## src/hdl/crlf_pkg.sv

```systemverilog
// ----------------------------------------------------------------------------
// crlf_pkg
// Shared constants, codes and types of the CR LF frame receiver.
// ----------------------------------------------------------------------------
package crlf_pkg;

	localparam int BUFFER_LENGTH = 64;
	localparam int CNT_W         = $clog2(BUFFER_LENGTH);
	localparam int HEAD_DEPTH    = 5;
	localparam int HEAD_IDX_W    = $clog2(HEAD_DEPTH);
	localparam int LEN_W         = 6;
	localparam int VALUE_W       = 16;

	localparam logic [7:0] CR_BYTE     = 8'h0D;
	localparam logic [7:0] LF_BYTE     = 8'h0A;
	localparam logic [7:0] HEADER_BYTE = 8'hFF;
	localparam logic [7:0] NEG_MARK    = 8'h01;
	localparam logic [6:0] FRAC_SCALE  = 7'd100;

	typedef enum logic [1:0] {
		ST_VALUE   = 2'd0,
		ST_BAD_LEN = 2'd1,
		ST_BAD_HDR = 2'd2
	} frame_status_t;

	typedef logic [7:0] head_bytes_t [HEAD_DEPTH];

	typedef struct packed {
		frame_status_t            status;
		logic [7:0]               command;
		logic signed [VALUE_W-1:0] value;
		logic [LEN_W-1:0]         length;
	} frame_result_t;

endpackage

```

## src/hdl/crlf_dec.sv

```systemverilog
// ----------------------------------------------------------------------------
// crlf_dec
// Decodes a completed frame: header check, length check, signed value.
// ----------------------------------------------------------------------------
module crlf_dec (
	input  crlf_pkg::head_bytes_t            head,
	input  logic [crlf_pkg::CNT_W-1:0]       count,
	output crlf_pkg::frame_result_t          result
);

	logic [14:0]                                 int_part;
	logic [crlf_pkg::VALUE_W-1:0]                mag;

	assign int_part  = 15'(head[3]) * 15'(crlf_pkg::FRAC_SCALE);
	assign mag       = {1'b0, int_part} + {8'd0, head[4]};

	always_comb begin
		result.command = head[1];
		result.length  = crlf_pkg::LEN_W'(count);
		result.value   = '0;
		if (head[0] != crlf_pkg::HEADER_BYTE) begin
			result.status = crlf_pkg::ST_BAD_HDR;
		end else if (count != crlf_pkg::CNT_W'(crlf_pkg::HEAD_DEPTH)) begin
			result.status = crlf_pkg::ST_BAD_LEN;
		end else begin
			result.status = crlf_pkg::ST_VALUE;
			if (head[2] == crlf_pkg::NEG_MARK) begin
				result.value = -$signed(mag);
			end else begin
				result.value = $signed(mag);
			end
		end
	end

endmodule

```

## src/hdl/crlf_frame_receiver_decoder_core.sv

```systemverilog
// ----------------------------------------------------------------------------
// crlf_frame_receiver_decoder_core
// Assembles CR LF terminated frames from received bytes and decodes them.
// ----------------------------------------------------------------------------
// Input channel: in_valid, in_stall, rx_byte. One received byte per word.
// Output channel: out_valid, out_stall, frame_status, command_code,
// value_hundredths, payload_length. One word per completed frame.
// A byte is taken into an input register and applied to the frame state
// when that register advances, which also loads a completed frame into the
// output register behind the LF word. Throughput is one byte per cycle
// unless out_stall holds a pending result; the input register, frame state
// and output register each update at most once per cycle.
// Bytes other than the LF that closes a frame produce no output word.
// A CR followed by anything but LF drops the frame; a full buffer restarts
// the frame without output.
// Reset clears the count, the CR flag, the first five stored bytes and
// both valid flags.
// While out_stall holds a pending result, the input register still fills,
// and in_stall rises only when that register also waits.
// ----------------------------------------------------------------------------
module crlf_frame_receiver_decoder_core (
	input  logic                                clk,
	input  logic                                arst_n,
	input  logic                                in_valid,
	output logic                                in_stall,
	input  logic [7:0]                          rx_byte,
	output logic                                out_valid,
	input  logic                                out_stall,
	output logic [1:0]                          frame_status,
	output logic [7:0]                          command_code,
	output logic signed [crlf_pkg::VALUE_W-1:0] value_hundredths,
	output logic [crlf_pkg::LEN_W-1:0]          payload_length
);

	logic                          valid_s1;
	logic [7:0]                    byte_s1;
	logic                          adv_s1;
	logic                          fire;
	crlf_pkg::head_bytes_t         head_q;
	logic [crlf_pkg::CNT_W-1:0]    count_q;
	logic                          cr_q;
	logic                          out_valid_q;
	crlf_pkg::frame_result_t       dec_result;
	crlf_pkg::frame_result_t       result_q;

	assign adv_s1   = valid_s1 && (!out_valid_q || !out_stall);
	assign in_stall = valid_s1 && out_valid_q && out_stall;
	assign fire     = cr_q && (byte_s1 == crlf_pkg::LF_BYTE);

	crlf_dec u_dec (
		.head   (head_q),
		.count  (count_q),
		.result (dec_result)
	);

	always_ff @(posedge clk or negedge arst_n) begin
		if (!arst_n) begin
			valid_s1 <= 1'b0;
		end else if (in_valid && !in_stall) begin
			valid_s1 <= 1'b1;
		end else if (adv_s1) begin
			valid_s1 <= 1'b0;
		end
	end

	always_ff @(posedge clk) begin
		if (in_valid && !in_stall) begin
			byte_s1 <= rx_byte;
		end
	end

	always_ff @(posedge clk or negedge arst_n) begin
		if (!arst_n) begin
			count_q <= '0;
			cr_q    <= 1'b0;
			for (int i = 0; i < crlf_pkg::HEAD_DEPTH; i++) begin
				head_q[i] <= '0;
			end
		end else if (adv_s1) begin
			if (!cr_q) begin
				if (byte_s1 == crlf_pkg::CR_BYTE) begin
					cr_q <= 1'b1;
				end else begin
					if (count_q < crlf_pkg::CNT_W'(crlf_pkg::HEAD_DEPTH)) begin
						head_q[count_q[crlf_pkg::HEAD_IDX_W-1:0]] <= byte_s1;
					end
					if (count_q == crlf_pkg::CNT_W'(crlf_pkg::BUFFER_LENGTH - 1)) begin
						count_q <= '0;
					end else begin
						count_q <= count_q + 1'b1;
					end
				end
			end else begin
				count_q <= '0;
				cr_q    <= 1'b0;
			end
		end
	end

	always_ff @(posedge clk or negedge arst_n) begin
		if (!arst_n) begin
			out_valid_q <= 1'b0;
		end else if (adv_s1) begin
			out_valid_q <= fire;
		end else if (!out_stall) begin
			out_valid_q <= 1'b0;
		end
	end

	always_ff @(posedge clk) begin
		if (adv_s1 && fire) begin
			result_q <= dec_result;
		end
	end

	assign out_valid        = out_valid_q;
	assign frame_status     = result_q.status;
	assign command_code     = result_q.command;
	assign value_hundredths = result_q.value;
	assign payload_length   = result_q.length;

endmodule

```

## config.mk

```make
export PLATFORM = sky130hd
export DESIGN_NAME = crlf_frame_receiver_decoder_core
export DESIGN_NICKNAME = d
export VERILOG_FILES = /design/src/hdl/crlf_pkg.sv /design/src/hdl/crlf_dec.sv /design/src/hdl/crlf_frame_receiver_decoder_core.sv
export SDC_FILE = /design/constraint.sdc
export NUM_CORES = 1
export LEC_CHECK = 0
export BUFFER_PORTS_ARGS = -buffer_cell sky130_fd_sc_hd__buf_2
export CORE_MARGIN = 2
export CORE_UTILIZATION = 50
export CTS_BUF_LIST = sky130_fd_sc_hd__clkbuf_8
export DETAILED_ROUTE_END_ITERATION = 16
export GPL_TIMING_DRIVEN = 0
export PLACE_DENSITY = 0.69
export REMOVE_ABC_BUFFERS = 1
export SYNTH_ARGS = -nofsm -noshare
export SYNTH_HDL_FRONTEND = slang
export SYNTH_SLANG_ARGS = --single-unit
```

## constraint.sdc

```tcl
create_clock -name clk -period 5.35 [get_ports clk]
set_input_delay 0.2675 -clock clk [delete_from_list [all_inputs] [get_ports clk]]
set_output_delay 0.2675 -clock clk [all_outputs]
set_load 0.01 [all_outputs]
```

==> run_results.csv, run 1 <==
group,metric,value,unit
finish,stdcell_area,0.005478,mm²
clocking,clk_pin_slew,90,ps
global_routing,grt.overflow.total,0,
detailed_routing,wl_per_cell,14.43,µm
clocking,cts-resized-gates,0,
synth,ys_seq_area_frac,0.4943,
clocking,root_buffer,"clkbuf_8",
critical_path,rr_startpoint,"head_q[9]",
synth,synth_common_cells,"49 x dfrtp_1, 40 x edfxtp_1, 38 x ha_1, 38 x mux2_2, 31 x nor2_1",
critical_path,cp_max_fo,6,
critical_path,crit_path_frequent_cell,"ha_1",
sta,clock.fmax,232.8,MHz
sta,hold_ws,78.00,ps
sta,fin_crit_sh,0.8028,
sta,final.setup.tns,0,ps
sta,rsz0062_at_grt,"no",
clocking,clockBufferDepth,2,
synth,synth.distinct_cells,60,
place,postPlaceCellArea,0.005285,mm²
synth,postSynthCellCount,408,
synth,syn-cell-area,0.004911,mm²
detailed_routing,ant_nets,0,
detailed_routing,drc,0,
floorplanning,rows,36,
global_routing,antenna_found_initial,0,
synth,ys_async_sr_fraction,0.5506,
sta,min_period,4295,ps
critical_path,cp-end-kind,"register",
hold_path,hp-class,"in -> reg",
finish,multi_input_area,0.002384,mm²
finish,area.growth.synth_to_final,11.54,%
floorplanning,die_height,103.1,µm
synth,ys.flop_type,"dfrtp_1",
finish,n_fill_cell,838,
detailed_routing,routed_via_density,5.369,
run,maxCapViolations,0,
critical_path,startpoint,"head_q[9]",
clocking,cts_tree,"built",
clocking,cts_buffers,9,
sta,finalSetupViolCount,0,
finish,final_nets,513,
global_routing,grtUsageTotal,0.1749,
clocking,cts_setup_buffers,0,
synth,yosys_warnings,0,
critical_path,critPathBufInv,0,
sta,hold_violations,0,
detailed_routing,drt_wl_total,8615,µm
floorplanning,dieArea,0.01063,mm²
place,portBuffers,45,
synth,post-synth-top-area-cell,"dfrtp_1",
synth,synth_edf_count,40,
place,dp_hpwl,6408,µm
detailed_routing,num_vias,3205,
floorplanning,initial_core_util,0.5095,
critical_path,path_cells,"ha_1, ha_1, ha_1, fa_1, ha_1, and3_1, a221oi_2, xnor2_1, a2111oi_4, o211ai_2, o41ai_2, a21o_2, a21oi_1",
critical_path,reg2reg_slack,1060,ps
place,place.gp.congestion,0.8182,
critical_path,worstSetupPathType,"reg -> reg",
floorplanning,dieWidth,103.1,µm
global_routing,grt_pass1_vias,2992,
synth,ys_ff_latch,89,
clocking,h-tree-depth,3,
floorplanning,num_io_pins,46,
finish,utilization,0.5683,
clocking,cts_hold_buf,0,
detailed_routing,drt-initial-drc-count,127,
outcome,outcome,"completed",
sta,relSlewSlack,0.2792,
hold_path,hold_start,"rx_byte[5]",
synth,synthTopCellsByArea,"dfrtp_1 25%, edfxtp_1 24%, ha_1 9.7%",
critical_path,max_stage_delay,480,ps
sta,final.setup_skew,13.69,ps
clocking,cts.sinks,89,
global_routing,grt_pass1_wl,14370,µm
synth,synth_top_area_frac,0.2497,
floorplanning,core,0.009639,mm²
critical_path,cp.arrival,4380,ps
sta,tightestPinTransition,1081,ps
critical_path,start_kind,"register",
clocking,worstSkewPairLatency,360,ps
finish,seq_area,0.002427,mm²
finish,antenna_cells,0,
synth,synth_most_common_cell,"dfrtp_1",
synth,syn-mean-instance-area,12.04,µm²
critical_path,cpMaxStageDelayCell,"fa_1",
critical_path,required,5440,ps
detailed_routing,drtPass1Iterations,4,
critical_path,crit_family,"adder cells",
finish,layout-drive-gt1-share,0.2629,
sta,drv_slew,0,
global_routing,grt_max_degree,50,
==> flip-flops by register name (all words and copies together), names as in the netlist <==
signal	cells
value_hundredths	16
head_q	40
count_q	6
valid_s1	1
cr_q	1
command_code	8
frame_status	2
byte_s1	8
out_valid	1
payload_length	6
==> final cells by class <==
| class | count | share of cell area |
|---|---|---|
| clock buffer | 9 | 0.02261 |
| inverter | 17 | 0.01165 |
| multi-input combinational | 295 | 0.4351 |
| tap | 133 | 0.03038 |
| sequential | 89 | 0.4431 |
| clock inverter | 7 | 0.01256 |
| timing repair buffer | 47 | 0.04454 |
==> layout by cell type (no fill, tap or decap), types with 6 or more instances in the layout <==
| cell type | netlist | routed |
|---|---|---|
| a21o_1 | 8 | 8 |
| a21oi_1 | 16 | 16 |
| and3_1 | 6 | 6 |
| buf_2 | 0 | 45 |
| clkbuf_8 | 0 | 9 |
| dfrtp_1 | 49 | 49 |
| edfxtp_1 | 40 | 40 |
| ha_1 | 38 | 38 |
| inv_1 | 17 | 19 |
| mux2_2 | 38 | 38 |
| nand2_1 | 18 | 18 |
| nand3_1 | 14 | 14 |
| nand4_1 | 7 | 7 |
| nor2_1 | 31 | 31 |
| nor3_1 | 11 | 10 |
| o21ai_0 | 15 | 15 |
| or3_1 | 7 | 7 |
| xnor2_1 | 12 | 12 |
| xor2_1 | 9 | 9 |
==> final timing paths <==
check | end | cells after the start
max | value_hundredths[15] | 13
max in group asynchronous | head_q[8] | 1
min | byte_s1[5] | 1
max reg2reg | value_hundredths[15] | 13
min in group asynchronous | count_q[5] | 1
min reg2reg | command_code[5] | 0
==> worst register-to-register path, stage by stage, from the launching register on <==
cell       delay, ps
dfrtp_1          470
ha_1             320
ha_1             290
ha_1             330
fa_1             490
ha_1             360
and3_1           180
a221oi_2         310
xnor2_1          190
a2111oi_4        450
o211ai_2         150
o41ai_2          250
a21o_2           180
a21oi_1           60
==> cell families after synthesis <==
group,count (synthesis),synth area share
compound gates,70,0.1103
mux,39,0.08943
fa+ha+maj,42,0.1131
simple gates,122,0.1307
xor+xnor,22,0.04077
buf+inv,24,0.02140
flops,89,0.4943
==> layer usage <==
layer / part of all wire / GRT usage
met2: 0.47 / 0.2697
met4: 0.0096 / 0.04858
met1: 0.49 / 0.2486
met3: 0.028 / 0.04136
met5: 0 / 0
==> through the flow <==
| stage | instances | setup slack, ps |
|---|---|---|
| after global routing | 597 | 829.4 |
| final | 597 | 1055 |
| after floorplan | 401 | 1371 |
| after detailed placement | 581 | 1032 |
| after CTS | 597 | 1036 |
| after global placement | 579 | 935.7 |
Power of run 1 is left out: the tool's default activity adds up to more than one toggle a clock period on the data nets, which glitch-free logic cannot reach.
==> run 2: changes to the inputs <==
--- a/config.mk
+++ b/config.mk
@@ -5,6 +5,7 @@
 export SDC_FILE = /design/constraint.sdc
 export NUM_CORES = 1
 export LEC_CHECK = 0
+export ABC_AREA = 1
 export BUFFER_PORTS_ARGS = -buffer_cell sky130_fd_sc_hd__buf_2
 export CORE_MARGIN = 2
 export CORE_UTILIZATION = 50
==> constraint.sdc (replaced) <==
create_clock -name clk -period 4.3 [get_ports clk]
set_input_delay 0.215 -clock clk [delete_from_list [all_inputs] [get_ports clk]]
set_output_delay 0.215 -clock clk [all_outputs]
set_load 0.01 [all_outputs]
==> run_results.csv, run 2 <==
group,metric,value,unit
outcome,outcome,"completed",
place,dp_hpwl,6716,µm
synth,synth_most_common_cell,"nand2_1",
synth,yosys_warnings,0,
detailed_routing,drt_wl_total,8631,µm
floorplanning,die_height,103.1,µm
synth,synth_common_cells,"130 x nand2_1, 64 x inv_1, 59 x o21ai_0, 49 x dfrtp_1, 40 x edfxtp_1",
synth,synth.distinct_cells,34,
sta,tightestPinTransition,1075,ps
synth,syn-mean-instance-area,9.138,µm²
detailed_routing,ant_nets,0,
finish,seq_area,0.002427,mm²
finish,final_nets,643,
detailed_routing,wl_per_cell,11.87,µm
finish,max_flop_register,"head_q",
floorplanning,num_io_pins,46,
clocking,clockBufferDepth,2,
power,combPwrFrac,0.565,
critical_path,cp_max_fo,5,
clocking,h-tree-depth,3,
sta,hold_violations,0,
synth,post-synth-top-area-cell,"dfrtp_1",
floorplanning,rows,36,
finish,area.growth.synth_to_final,11.35,%
synth,synth_compound_area_frac,0.09281,
finish,n_fill_cell,873,
finish,final_cell_mix,"130 x nand2_1, 65 x inv_1, 59 x o21ai_0",
global_routing,grt_pass1_wl,14540,µm
clocking,cts_buffers,9,
place,portBuffers,45,
sta,fin_ws,574.2,ps
synth,synth_fa_ha_area_frac,0.1132,
power,p_leak,2.701,nW
hold_path,hp-class,"in -> reg",
sta,final.setup_skew,17.36,ps
finish,multi_input_area,0.002193,mm²
synth,postSynthCellCount,537,
finish,final_common_cell,"nand2_1",
power,seqPwrFrac,0.307,
detailed_routing,num_vias,3626,
synth,synth_edf_count,40,
critical_path,cp-end-kind,"register",
clocking,cts_tree,"built",
power,switching_share,0.4755,
power,pwr_density_cell,736.0,mW/mm²
power,internal_power,2.109,mW
sta,drv_slew,0,
sta,clock.fmax,268.4,MHz
critical_path,worstSetupPathType,"reg -> reg",
synth,synthMuxAreaShare,0,
floorplanning,dieWidth,103.1,µm
run,maxCapViolations,0,
sta,finalSetupViolCount,0,
global_routing,antenna_found_initial,0,
power,switchingPower,1.912,mW
detailed_routing,drtPass1Iterations,4,
synth,synth_top_area_frac,0.2499,
detailed_routing,drc,0,
finish,layout-drive-gt1-share,0.1566,
sta,relSlewSlack,0.2835,
synth,synth_top_family_by_area,"simple AND/OR/NAND/NOR gates",
floorplanning,dieArea,0.01062,mm²
power,clkPwrFrac,0.127,
global_routing,grt.overflow.total,0,
synth,synthXorXnorAreaFrac,0.01963,
place,place.gp.congestion,0.8437,
detailed_routing,drt-initial-drc-count,182,
clocking,root_buffer,"clkbuf_8",
place,postPlaceCellArea,0.005286,mm²
clocking,clk_pin_slew,100,ps
finish,antenna_cells,0,
sta,fin_crit_sh,0.8665,
clocking,cts_hold_buf,0,
clocking,worstSkewPairLatency,360,ps
global_routing,grt_pass1_vias,3340,
place,dp_slack,562.9,ps
detailed_routing,routed_via_density,4.988,
clocking,cts.sinks,89,
sta,min_period,3726,ps
synth,ys_ff_latch,89,
synth,ys_seq_area_frac,0.4946,
critical_path,start_kind,"register",
critical_path,cp.arrival,3830,ps
synth,synthTopCellsByArea,"dfrtp_1 25%, edfxtp_1 24%, nand2_1 9.9%",
synth,syn-cell-area,0.004907,mm²
power,max-vdd-ir-drop,299.7,µV
clocking,cts_setup_buffers,0,
global_routing,grt_max_degree,50,
finish,stdcell_area,0.005464,mm²
synth,ys_async_sr_fraction,0.5506,
clocking,cts-resized-gates,0,
global_routing,grtUsageTotal,0.1741,
floorplanning,initial_core_util,0.5091,
sta,rsz0062_at_grt,"no",
floorplanning,core,0.009639,mm²
finish,largest_reg_flops,40,
critical_path,required,4400,ps
synth,yosys.area_share.simple,0.2200,
synth,ys.flop_type,"dfrtp_1",
-- run 2: area by class of cell --
type / instances / area share
clock buffer: 9 / 0.02267
clock inverter: 7 / 0.009847
inverter: 67 / 0.04603
multi-input combinational: 374 / 0.4014
sequential: 89 / 0.4442
tap: 133 / 0.03046
timing repair buffer: 48 / 0.04534
-- run 2: logic make-up after synthesis --
kind of cell               count (synthesis)
buffers and inverters                     74
AOI/OAI and AO/OA                         89
and+or+nand+nor                          235
adders and majority gates                 42
xor gates and xnor gates                   8
DFF                                       89
-- run 2: final timing paths --
check	startpoint	end	slack, ps	depth (start not counted)
worst max register to register	head_q[9]	value_hundredths[14]	570	19
max in group asynchronous	arst_n	head_q[6]	3580	1
worst min-delay path	rx_byte[3]	byte_s1[3]	20	1
worst min register to register	head_q[27]	command_code[3]	450	0
min in group asynchronous	arst_n	head_q[24]	40	1
worst max-delay path	head_q[9]	value_hundredths[14]	570	19
-- run 2: through the flow --
stage,std cells,power (mW),utilization,setup TNS [ps],hold slack [ps]
2_1_floorplan,530,3.109,-,-3004,-80.59
3_3_place_gp,708,3.448,0.5454,-36300,390.9
3_5_place_dp,711,3.531,0.5484,0,393.1
4_1_cts,727,4.050,0.5668,0,10.45
5_1_grt,727,4.467,0.5668,0,8.454
6_report,727,4.022,0.5668,0,22.21
-- run 2: power groups by stage --
stage	Combinational (mW)	Clock, mW	Sequential [mW]
after floorplan	1.90	0	1.21
after global placement	2.20	0	1.25
after detailed placement	2.28	0	1.25
after CTS	2.29	0.522	1.24
after global routing	2.65	0.550	1.26
final	2.27	0.512	1.24
-- run 2: critical path: stages (launching register included) --
cell     delay, ps
dfrtp_1        470
ha_1           330
ha_1           300
ha_1           320
fa_1           490
ha_1           330
nand2_1         80
inv_1           50
nand4_1         70
nand3_1        110
inv_2          120
nand2_1         60
nand2_1        120
nand3_1        120
nor2_1         100
nand2_1         60
nand2_1        110
nand2_1         70
o21ai_1        120
nor2_1          50
-- run 2: layer usage --
| metal | GRT usage | part of all wire | vias up |
|---|---|---|---|
| li1 | - | - | 1894 |
| met1 | 0.2373 | 0.48 | 1672 |
| met4 | 0.04555 | 0.0097 | 0 |
| met2 | 0.2852 | 0.48 | 53 |
| met5 | 0 | 0 | - |
| met3 | 0.03661 | 0.032 | 7 |
Power figures use the tool's default switching activity.
